<file path="config.mk">
export PLATFORM = sky130hd
export DESIGN_NAME = frs_front
export DESIGN_NICKNAME = d
export VERILOG_FILES = /design/src/hdl/frs_pkg.sv /design/src/hdl/frs_front.sv
export SDC_FILE = /design/constraint.sdc
export NUM_CORES = 1
export LEC_CHECK = 0
export BUFFER_PORTS_ARGS = -buffer_cell sky130_fd_sc_hd__buf_4
export CORE_MARGIN = 5
export CORE_UTILIZATION = 56
export CTS_CLUSTER_SIZE = 25
export DETAILED_ROUTE_END_ITERATION = 7
export PLACE_DENSITY = 0.87
export SYNTH_ARGS = -nofsm -noshare
export SYNTH_HDL_FRONTEND = slang
export SYNTH_SLANG_ARGS = --single-unit
</file>
<file path="constraint.sdc">
create_clock -name clock -period 8.5 [get_ports clock]
set_clock_uncertainty 0.1 [all_clocks]
set_input_delay 0.85 -clock clock [delete_from_list [all_inputs] [get_ports clock]]
set_output_delay 0.85 -clock clock [all_outputs]
set_load 0.01 [all_outputs]
</file>
<file path="src/hdl/frs_pkg.sv">
// frs_pkg: shared types and constants of the Fenwick range-sum unit.
// Used by frs_front, frs_back, fenwick_range_sum_unit and frs_checker; no dependencies.
`default_nettype none

package frs_pkg;

   localparam int IDX_W       = 10;
   localparam int IN_VALUE_W  = 32;
   localparam int SUM_W       = 32;
   localparam int COUNT_W     = 11;
   localparam int REQ_TDATA_W = 64;
   localparam int RSP_TDATA_W = 32;

   localparam logic [COUNT_W-1:0] COUNT_RESET = 11'd1024;

   // req_tdata layout
   localparam int IDX_LSB   = 0;
   localparam int VALUE_LSB = 10;
   localparam int LEFT_LSB  = 42;
   localparam int RIGHT_LSB = 52;

   localparam logic ACTION_SET   = 1'b0;
   localparam logic ACTION_QUERY = 1'b1;

   localparam logic STATUS_OK    = 1'b0;
   localparam logic STATUS_RANGE = 1'b1;

   typedef enum logic [1:0] {
      CMD_SET,
      CMD_QUERY,
      CMD_FAULT
   } cmd_kind_type;

   typedef struct packed {
      cmd_kind_type           kind;
      logic [IDX_W-1:0]       index;
      logic [IN_VALUE_W-1:0]  value;
      logic [IDX_W-1:0]       left;
      logic [IDX_W-1:0]       right;
   } cmd_type;

   // head of the command queue, front to back
   typedef struct packed {
      logic    valid;
      cmd_type cmd;
   } qhead_type;

   // back to front
   typedef struct packed {
      logic pop;
      logic clearing;
   } backstat_type;

   typedef enum logic [2:0] {
      ST_CLEAR,
      ST_IDLE,
      ST_SET_ELEM,
      ST_SET_DELTA,
      ST_SET_WALK,
      ST_QUERY,
      ST_RESP
   } back_state_type;

endpackage

`default_nettype wire

</file>
<file path="src/hdl/frs_front.sv">
// frs_front: accepts request words, range-checks them and queues commands.
// Depends on frs_pkg.
`default_nettype none

module frs_front #(
   parameter int CNT_W = 11
) (
   input  wire logic                             clock,
   input  wire logic                             reset,
   input  wire logic                             req_tvalid,
   output logic                                  req_tready,
   input  wire logic [frs_pkg::REQ_TDATA_W-1:0]  req_tdata,
   input  wire logic                             req_tuser,
   input  wire logic [CNT_W-1:0]                 element_limit,
   input  wire frs_pkg::backstat_type            stat,
   output frs_pkg::qhead_type                    head
);

   frs_pkg::cmd_type             entries_ff [2];
   logic                         wr_ptr_ff, wr_ptr_in;
   logic                         rd_ptr_ff, rd_ptr_in;
   logic [1:0]                   fill_ff, fill_in;
   logic                         push;
   logic                         pop;
   frs_pkg::cmd_type             new_cmd;
   logic [frs_pkg::IDX_W-1:0]    idx;
   logic [frs_pkg::IDX_W-1:0]    left;
   logic [frs_pkg::IDX_W-1:0]    right;
   logic [31:0]                  limit32;
   logic                         idx_bad;
   logic                         range_bad;

   assign idx   = req_tdata[frs_pkg::IDX_LSB +: frs_pkg::IDX_W];
   assign left  = req_tdata[frs_pkg::LEFT_LSB +: frs_pkg::IDX_W];
   assign right = req_tdata[frs_pkg::RIGHT_LSB +: frs_pkg::IDX_W];

   assign limit32   = 32'(element_limit);
   assign idx_bad   = 32'(idx) >= limit32;
   assign range_bad = (32'(left) >= limit32) || (32'(right) >= limit32);

   always_comb begin
      new_cmd.index = idx;
      new_cmd.value = req_tdata[frs_pkg::VALUE_LSB +: frs_pkg::IN_VALUE_W];
      new_cmd.left  = left;
      new_cmd.right = right;
      if (req_tuser == frs_pkg::ACTION_QUERY) begin
         new_cmd.kind = range_bad ? frs_pkg::CMD_FAULT : frs_pkg::CMD_QUERY;
      end else begin
         new_cmd.kind = idx_bad ? frs_pkg::CMD_FAULT : frs_pkg::CMD_SET;
      end
   end

   assign req_tready = !stat.clearing && (fill_ff != 2'd2);
   assign push       = req_tvalid && req_tready;
   assign pop        = stat.pop;

   assign wr_ptr_in = push ? !wr_ptr_ff : wr_ptr_ff;
   assign rd_ptr_in = pop ? !rd_ptr_ff : rd_ptr_ff;
   assign fill_in   = 2'(fill_ff + 2'(push) - 2'(pop));

   always_ff @(posedge clock) begin
      if (reset) begin
         wr_ptr_ff <= 1'b0;
         rd_ptr_ff <= 1'b0;
         fill_ff   <= 2'd0;
      end else begin
         wr_ptr_ff <= wr_ptr_in;
         rd_ptr_ff <= rd_ptr_in;
         fill_ff   <= fill_in;
      end
   end

   always_ff @(posedge clock) begin
      if (push) begin
         entries_ff[wr_ptr_ff] <= new_cmd;
      end
   end

   assign head.valid = (fill_ff != 2'd0);
   assign head.cmd   = entries_ff[rd_ptr_ff];

endmodule

`default_nettype wire

</file>
Word-level counts from Yosys, hierarchy flattened

Memories as Yosys holds them, arrays and structs flattened. A register that Yosys moved wholly into a read port is not among the register bits.
Index checks and enable logic that the tools add are counted.

Register bits after elaboration: 4
RAM bits: 128
Input bits: 81
Output and inout port bits: 66
Memories kept: 1

Memory list:

| name       | depth | bits a word | rd ports | clocked after memory_dff | write ports | line            | RTL |
|---|---|---|---|---|---|---|---|
| entries_ff | 2     | 64          | 1        | 1                        | 1           | frs_front.sv:19 | `frs_pkg::cmd_type entries_ff [2];` |

Add/sub/neg operators: 2
$lt $le $gt $ge: 3
Equal/unequal tests: 1
Multiplexer cells: 7
Reduce and logical (&&, ||, !) cells: 7

Operators with widths:

| operator                                                       | count |
|---|---|
| 10-bit by 11-bit greater-or-equal comparator with 1-bit output | 3 |
| 2-bit 2-to-1 mux                                               | 3 |
| 1-bit 2-to-1 mux                                               | 4 |
| 1-bit logical NOT                                              | 3 |
| 2-bit by 1-bit adder with 2-bit output                         | 1 |
| 1-bit logical AND                                              | 2 |
| 2-bit inequality test, second input constant                   | 1 |
| 2-bit nonzero test                                             | 1 |
| 2-bit by 1-bit subtractor with 2-bit output                    | 1 |
| 1-bit logical OR                                               | 1 |

Depth between registers and ports, before layout

Gate-level depths: netlist of run 1.

Depth in word-level cells: 5
Mapped depth: 9
Depth with buffers taken out: 9

Worst setup path after synthesis of run 1

OpenSTA, ideal clock, no wires.

Kind: input-to-reg
From: in stat[0] (netlist name)
To: mem entries_ff[0][0] (netlist name) (enable)
Data arrival time: 3,973 ps
Setup slack: 3,940 ps
Stages: 3
Path buffers: 0
Cell sequence: a21oi_1 -> nand2_1 -> nor2_1

Word-level cells in the longest chain between the ends: 5

Ends and longest elaborated chain:

| item                                   | line            | RTL |
|---|---|---|
| from (decl)                            | frs_front.sv:15 | `input wire frs_pkg::backstat_type stat,` |
| 1-bit logical NOT                      | frs_front.sv:53 | `assign req_tready = !stat.clearing && (fill_ff != 2'd2);` |
| 1-bit logical AND                      | frs_front.sv:53 |  |
| 1-bit logical AND                      | frs_front.sv:54 | `assign push = req_tvalid && req_tready;` |
| 1-bit 2-to-1 mux                       | frs_front.sv:74 | `if (push) begin` |
| 1-bit 2-to-1 mux (implied by the code) | frs_front.sv:75 | `entries_ff[wr_ptr_ff] <= new_cmd;` |
| to (decl)                              | frs_front.sv:19 |  |

Every way passes these cells.

==> out/metrics.yaml, run 1 <==
period_share_pct: 35.6
tightestPinTransition_ps: 868
ys.warnings.count: 0
layout_common_cells: "buf_4, edfxtp_1, mux2_2"
ctsLongestPathBuffers: 2
yosysTopAreaCellShare_pct: 69.6
core-area_um2: 9680
syn_area_per_cell_um2: 17.6
die_area_um2: 12000
synth_nets: 426
drtAntennaViolNets: 0
end_kind: "output pin"
critPathBufInv: 2
power.internal_mw: 1.30
yosys-top-cells-area: "edfxtp_1, mux2_2, ha_1, dfxtp_1, a21oi_1"
insertion_delay_ps: 500
peakVddDrop_uv: 134
dr.first_iter.drc_count: 145
hold_class: "reg -> reg"
maxSlewViolCount: 0
syn_inst: 313
tns_ps: 0
worst_setup_path_start_kind: "register"
yosys.cell_types.count: 24
die_w_um: 109
status: "finished clean"
met2_usage_pct: 33.0
drive_above_1_share_pct: 50.3
crit_chain: "buf_4, mux2_2, buf_4"
vias: 3159
synth_seq_cells: 133
fin_nets: 585
ioPinCount: 147
grtUsageMet1_pct: 20.9
dr.pass1.iters: 4
slew_headroom_pct: 42.1
synthArstFlopShare_pct: 0
min_period_ps: 3030
grt_use_met3_pct: 5.87
setup_viol: 0
cts.clk_slew.worst_paths_ps: 60
wirelength_um: 10700
dp_hpwl_um: 7340
max-cap-violations: 0
post_cts_buffers: 0
yosysSeqAreaShare_pct: 71.4
antenna_found_initial: 0
netlist_area_um2: 5520
wl_per_cell_um: 17.4
p_switching_mw: 0.367
top_usage_layer: "met2"
drc_errors: 0
cp.required_ps: 7550
place.gp.congestion: 0.834
tritoncts: "yes"
cts_buffers: 17
antennaDiodeCount: 0
critPathKind: "reg -> out"
crit_arrival_ps: 2080
crit_fanout: 64
critPathMaxStageDelay_ps: 630
start_util_pct: 57.0
power_frac_seq_pct: 46.5
setup_ws_ps: 5470
cts_hold_buf: 0
p_leak_nw: 2.89
final_hold_viol_count: 0
grt_max_degree: 65
grt_pass1_vias: 3315
via_per_inst: 5.11
port_buffers: 144
cp_top_family: "buffers and inverters"
switching_share_pct: 22.0
power_density_nw_per_um2: 228
synth_edf_count: 128
areaGrowthSynthToFinish_pct: 32.3
fmax_mhz: 330
post_cts_resized: 0
final_common_cell: "buf_4"
cpMaxStageDelayCell: "buf_4"
clock_sinks: 133
grt_pass1_wl_um: 16300
die_h_um: 109
synth_largest_area_cell: "edfxtp_1"
synth_ff_type: "edfxtp_1"
grt_setup_unrepaired: "false"
fill_cells: 618
row_count: 36
dp_slack_ps: 5860
htreeDepth: 4
p_clk_share_pct: 39.7
crit_top_cell: "buf_4"
grtUsageTotal_pct: 18.5
combPwrFrac_pct: 13.8
grt_overflow: 0
cts_root_buf: "clkbuf_8"
==> metrics by stage <==
| step | hold WS, ps | utilization, % | std cells | power, mW | area [um2] |
|---|---|---|---|---|---|
| finish | 416 | 75.5 | 618 | 1.67 | 7310 |
| global route | 403 | 75.5 | 618 | 1.74 | 7310 |
| detailed placement | 398 | 69.9 | 586 | 1.02 | 6770 |
| CTS | 407 | 75.5 | 618 | 1.68 | 7310 |
| global placement | 395 | 69.9 | 586 | 1.01 | 6770 |
| floorplan | 380 | - | 313 | 0.906 | 5520 |
==> final cells by class <==
class                      instances  area (um2)  share of cell area [%]
timing repair buffer             147        1100                    15.1
sequential                       133        3950                    54.0
clock inverter                    10         108                    1.47
tap                              133         166                    2.28
multi-input combinational        159        1500                    20.5
inverter                          14        52.6                   0.719
clock buffer                      22         433                    5.92
==> final timing paths <==
| kind | startpoint | slack (ps) | endpoint | cells past startpoint |
|---|---|---|---|---|
| worst max-delay path | register | 5470 | head[3] | 3 |
| worst min-delay path | rd_ptr_ff | 420 | register | 2 |
| worst max register to register | fill_ff[0] | 6420 | entries_ff[0][14] | 5 |
| worst min register to register | rd_ptr_ff | 420 | register | 2 |
==> power groups by stage <==
stage	logic (mW)	clock network (mW)	registers [mW]
2_1_floorplan	0.120	0	0.786
6_report	0.230	0.662	0.774
4_1_cts	0.234	0.675	0.774
3_3_place_gp	0.226	0	0.785
3_5_place_dp	0.233	0	0.788
5_1_grt	0.252	0.710	0.776
==> synthesized netlist by cell type (2+ instances only) <==
cell type  count
a21o_1         2
a21oi_1       13
and4b_2        2
buf_2          7
dfxtp_1        5
edfxtp_1     128
ha_1          32
inv_1         14
mux2_2        64
nand2_1       10
nand3_1        4
nor2_1        10
nor2b_1        4
o21ai_0        6
xnor2_1        2
xor2_1         2
==> per-layer routing <==
metal	vias to the layer above	part of all wire, %
met5	-	0
met4	0	0.79
met3	7	7.3
met2	102	54
met1	1526	38
li1	1524	-
==> worst min-delay path: stages, from the launching register on <==
cell     delay (ps)
dfxtp_1         330
xnor2_1          80
nor2_1           70
==> state kept, by name, indices dropped and copies added (netlist names), named ones only <==
signal	cells
entries_ff	128
fill_ff	2
rd_ptr_ff	1
wr_ptr_ff	1
==> cells by family (layout without fill, tap and decap cells) <==
logic type	after synthesis	in the layout	synth area share [%]
and+or+nand+nor	35	35	3.22
DFF	133	133	71.4
xor gates and xnor gates	4	4	0.634
adders and majority gates	32	32	7.25
buffers and inverters	21	193	1.59
muxes	64	64	13.0
AOI/OAI and AO/OA	24	24	2.88
Power figures use the tool's default switching activity.
==> inputs of run 2 (changes only) <==
--- a/config.mk
+++ b/config.mk
@@ -5,12 +5,13 @@
 export SDC_FILE = /design/constraint.sdc
 export NUM_CORES = 1
 export LEC_CHECK = 0
+export ABC_AREA = 1
 export BUFFER_PORTS_ARGS = -buffer_cell sky130_fd_sc_hd__buf_4
 export CORE_MARGIN = 5
-export CORE_UTILIZATION = 56
+export CORE_UTILIZATION = 48
 export CTS_CLUSTER_SIZE = 25
 export DETAILED_ROUTE_END_ITERATION = 7
-export PLACE_DENSITY = 0.87
+export PLACE_DENSITY = 0.79
 export SYNTH_ARGS = -nofsm -noshare
 export SYNTH_HDL_FRONTEND = slang
 export SYNTH_SLANG_ARGS = --single-unit
==> constraint.sdc (replaced) <==
create_clock -name clock -period 2.4 [get_ports clock]
set_clock_uncertainty 0.1 [all_clocks]
set_input_delay 0.24 -clock clock [delete_from_list [all_inputs] [get_ports clock]]
set_output_delay 0.24 -clock clock [all_outputs]
set_load 0.01 [all_outputs]
==> out/metrics.yaml, run 2 <==
crit_fanout: 34
dr.first_iter.drc_count: 183
antennaDiodeCount: 0
yosysTopAreaCellShare_pct: 67.6
cts_root_buf: "clkbuf_16"
top_usage_layer: "met2"
cts_hold_buf: 63
areaGrowthSynthToFinish_pct: 42.9
yosysSeqAreaShare_pct: 69.3
place.gp.congestion: 0.866
largest_reg_flops: 128
crit_arrival_ps: 1800
cts.clk_slew.worst_paths_ps: 50
grt_setup_unrepaired: "false"
multi_input_area_um2: 1590
peakVddDrop_uv: 513
die_area_um2: 14100
grtUsageMet1_pct: 20.3
row_count: 39
cts_buffers: 17
tightestPinTransition_ps: 494
antenna_found_initial: 0
largest_register: "entries_ff"
period_share_pct: 89.2
slew_headroom_pct: 67.1
dp_hpwl_um: 8250
yosys.cell_types.count: 23
start_util_pct: 49.4
synth_nets: 474
finalPower_mw: 5.92
drtAntennaViolNets: 0
maxSlewViolCount: 0
grt_overflow: 0
met2_usage_pct: 32.8
tritoncts: "yes"
port_buffers: 144
p_leak_nw: 3.30
die_w_um: 119
dr.pass1.iters: 4
syn_inst: 361
power_density_nw_per_um2: 728
syn_area_per_cell_um2: 15.8
post-synth-top-count-cell: "edfxtp_1"
grt_pass1_vias: 3997
fin_nets: 698
wl_per_cell_um: 16.8
synth_largest_area_cell: "edfxtp_1"
ctsLongestPathBuffers: 2
core-area_um2: 11500
fmax_mhz: 467
via_per_inst: 4.86
post_cts_buffers: 0
max-cap-violations: 0
layout_common_cells: "buf_4, edfxtp_1, mux2_1"
grtUsageTotal_pct: 18.4
seqCellArea_um2: 3950
insertion_delay_ps: 400
setup_viol: 0
final_hold_viol_count: 0
final_common_cell: "buf_4"
min_period_ps: 2140
synth_seq_cells: 133
hold_class: "in -> reg"
clock_sinks: 133
yosys-top-cells-area: "edfxtp_1, mux2_1, ha_1, nand2_1, dfxtp_1"
synthArstFlopShare_pct: 0
netlist_area_um2: 5690
vias: 3603
worst_setup_path_start_kind: "register"
stdcell_count: 741
grt_use_met3_pct: 6.59
wirelength_um: 12500
critPathKind: "reg -> out"
synth_edf_count: 128
status: "finished clean"
ioPinCount: 147
ys.warnings.count: 0
htreeDepth: 4
netlist_top_cells_count: "edfxtp_1, mux2_1, nand2_1, ha_1, inv_1"
drc_errors: 0
die_h_um: 119
grt_max_degree: 65
reg_top3: "entries_ff: 128 flops, fill_ff: 2 flops"
place_inst: 646
end_kind: "output pin"
grt_pass1_wl_um: 20100
synth_ff_type: "edfxtp_1"
post_cts_resized: 0
cp.required_ps: 2060
fill_cells: 757
drive_above_1_share_pct: 30.9
tns_ps: 0
[run 2: changes by cell type after synthesis, moves of 3 or more]
cell,change
buf_2,-7
buf_6,+6
nand2_1,+36
mux2_1,+64
nor2_2,+3
inv_1,+9
a21oi_1,-5
nor2_1,+12
nand3_1,+4
nor2b_1,-4
mux2_2,-64
[run 2: cell families (layout without fill, tap and decap cells)]
kind of cell	Yosys count	in the layout	share of synthesized area [%]
buffers and inverters	32	269	2.97
multiplexers	64	64	12.7
flip-flops	133	133	69.3
adder cells (fa/ha/maj)	32	32	7.04
XOR/XNOR	2	2	0.308
AO/OA/AOI/OAI	13	13	1.21
AND/OR/NAND/NOR	85	85	6.49
[run 2: final timing paths]
check / start / endpoint / slack [ps] / cells after the start
worst max-delay path: register / head[35] / 260 / 3
worst min-delay path: stat[1] / rd_ptr_ff / 30 / 3
worst max register to register: fill_ff[0] / fill_ff[1] / 380 / 9
worst min register to register: rd_ptr_ff / rd_ptr_ff / 420 / 2
[run 2: where the power goes]
part	internal [mW]	switching, mW	leakage, nW
Sequential	2.67	0.0407	1.21
Combinational	0.444	0.402	1.82
Clock	1.50	0.853	0.263
Total	4.62	1.30	3.30
[run 2: metrics by stage]
| step | setup slack (ps) | instance area [um2] | hold slack (ps) | util, % |
|---|---|---|---|---|
| after global routing | 139 | 8130 | 71.3 | 70.6 |
| after detailed placement | 477 | 6960 | 328 | 60.4 |
| after global placement | 623 | 6960 | 326 | 60.4 |
| after floorplan | 142 | 5700 | 210 | - |
| after CTS | 247 | 8130 | 5.60 | 70.6 |
| final | 258 | 8130 | 28.3 | 70.6 |
[run 2: layout make-up]
class                           instances  share of cell area, %
Sequential cell                       133                   48.6
Timing Repair Buffer                  212                   21.8
Multi-Input combinational cell        196                   19.6
Clock buffer                           28                   6.11
Tap cell                              143                   2.20
Inverter                               25                   1.15
Clock inverter                          4                  0.585
[run 2: metal layers]
metal,wire (um),up-vias
met5,0,-
li1,-,1768
met1,4890,1692
met3,726,22
met4,260,0
met2,6610,121
[run 2: critical path: stages (launching register included)]
cell	delay, ps
dfxtp_4	550
buf_12	270
mux2_1	390
buf_4	160
==> inputs of run 3 (changes only) <==
--- a/config.mk
+++ b/config.mk
@@ -5,13 +5,12 @@
 export SDC_FILE = /design/constraint.sdc
 export NUM_CORES = 1
 export LEC_CHECK = 0
-export ABC_AREA = 1
 export BUFFER_PORTS_ARGS = -buffer_cell sky130_fd_sc_hd__buf_4
 export CORE_MARGIN = 5
-export CORE_UTILIZATION = 48
+export CORE_UTILIZATION = 47
 export CTS_CLUSTER_SIZE = 25
 export DETAILED_ROUTE_END_ITERATION = 7
-export PLACE_DENSITY = 0.79
+export PLACE_DENSITY = 0.78
 export SYNTH_ARGS = -nofsm -noshare
 export SYNTH_HDL_FRONTEND = slang
 export SYNTH_SLANG_ARGS = --single-unit
==> constraint.sdc (replaced) <==
create_clock -name clock -period 2.4 [get_ports clock]
set_clock_uncertainty 0.1 [all_clocks]
set_input_delay 0.24 -clock clock [delete_from_list [all_inputs] [get_ports clock]]
set_output_delay 0.24 -clock clock [all_outputs]
set_load 0.05 [all_outputs]
==> out/metrics.yaml, run 3 (synthesis gave the netlist of run 1 again) <==
p_clk_share_pct: 34.3
tns_ps: 0
port_buffers: 144
setup_ws_ps: 251
setup_viol: 0
via_per_inst: 4.95
combPwrFrac_pct: 21.1
clock_sinks: 133
slew_headroom_pct: 68.8
largest_register: "entries_ff"
insertion_delay_ps: 400
cpMaxStageDelayCell: "dfxtp_4"
max-cap-violations: 0
dp_slack_ps: 479
critPathMaxStageDelay_ps: 550
power_frac_seq_pct: 44.7
place.gp.congestion: 0.806
tightestPinTransition_ps: 467
grt_max_degree: 33
areaGrowthSynthToFinish_pct: 43.9
critPathBufInv: 2
cts_root_buf: "clkbuf_16"
tritoncts: "yes"
peakVddDrop_uv: 461
dp_hpwl_um: 8010
die_area_um2: 14000
fin_nets: 651
power_density_nw_per_um2: 778
switching_share_pct: 27.1
critPathKind: "reg -> out"
drc_errors: 0
dr.pass1.iters: 4
min_period_ps: 2150
vias: 3434
antenna_found_initial: 1
ioPinCount: 147
layout_common_cells: "buf_4, edfxtp_1, mux2_2"
fill_cells: 799
drive_above_1_share_pct: 45.1
cp_top_family: "flip-flops"
cp.required_ps: 2060
maxSlewViolCount: 0
grt_pass1_wl_um: 19100
end_kind: "output pin"
period_share_pct: 89.5
crit_top_cell: "buf_4"
placed_cell_area_um2: 6830
die_h_um: 118
power.internal_mw: 4.51
fmax_mhz: 465
p_switching_mw: 1.67
core-area_um2: 11500
row_count: 39
largest_reg_flops: 128
grt_pass1_vias: 3747
post_cts_buffers: 0
grt_setup_unrepaired: "false"
final_common_cell: "buf_4"
wl_per_cell_um: 17.3
hold_class: "in -> reg"
crit_arrival_ps: 1810
wirelength_um: 12000
die_w_um: 118
crit_fanout: 22
grtUsageTotal_pct: 17.5
grt_overflow: 0
crit_chain: "buf_4, mux2_2, buf_4"
reg_top3: "entries_ff: 128 flops, fill_ff: 2 flops"
ctsLongestPathBuffers: 2
final_hold_viol_count: 0
worst_setup_path_start_kind: "register"
drtAntennaViolNets: 0
p_leak_nw: 3.16
htreeDepth: 4
start_util_pct: 48.2
final_core_util_pct: 69.3
dr.first_iter.drc_count: 162
postLayoutCellArea_um2: 7950
cts.clk_slew.worst_paths_ps: 50
cts_buffers: 17
status: "finished clean"
[run 3: cell type report]
class	instances	area [um2]	area share, %
Sequential cell	133	3950	49.7
Inverter	14	52.6	0.661
Clock buffer	23	448	5.63
Multi-Input combinational cell	159	1520	19.1
Antenna cell	1	2.50	0.0315
Tap cell	143	179	2.25
Timing Repair Buffer	213	1770	22.3
Clock inverter	8	36.3	0.456
[run 3: repair_timing]
action                    CTS  global route
resized for setup           0             0
hold endpoints to repair  129             0
hold buffers               63             0
[run 3: final timing paths]
path                                  from          to  slack, ps  cells after the start
worst min register to register   rd_ptr_ff   rd_ptr_ff        420                      2
worst max register to register  fill_ff[1]  fill_ff[1]        700                      8
worst min-delay path               stat[1]   rd_ptr_ff         20                      3
worst max-delay path              register    head[18]        250                      3
[run 3: tightest hold or removal path: stages]
cell and delay (ps):
buf_4 90, xnor2_1 80, nor2_1 80
[run 3: layer usage]
layer	routed length, um	global-route usage [%]
met5	0	0
met4	250	7.30
met3	569	4.97
met2	6410	30.9
met1	4770	19.9
[run 3: through the flow]
step | total power [mW] | hold WS [ps] | cells
after floorplan | 3.61 | 204 | 313
after global placement | 4.01 | 325 | 599
after detailed placement | 4.03 | 328 | 599
after CTS | 6.25 | 7.43 | 693
after global routing | 6.43 | 34.3 | 694
final | 6.18 | 19.5 | 694
[run 3: power groups by stage]
stage / combinational (mW) / clock, mW / sequential (mW)
final: 1.30 / 2.12 / 2.76
after global routing: 1.38 / 2.28 / 2.77
after CTS: 1.32 / 2.17 / 2.76
after detailed placement: 1.23 / 0 / 2.81
after global placement: 1.21 / 0 / 2.80
after floorplan: 0.828 / 0 / 2.78
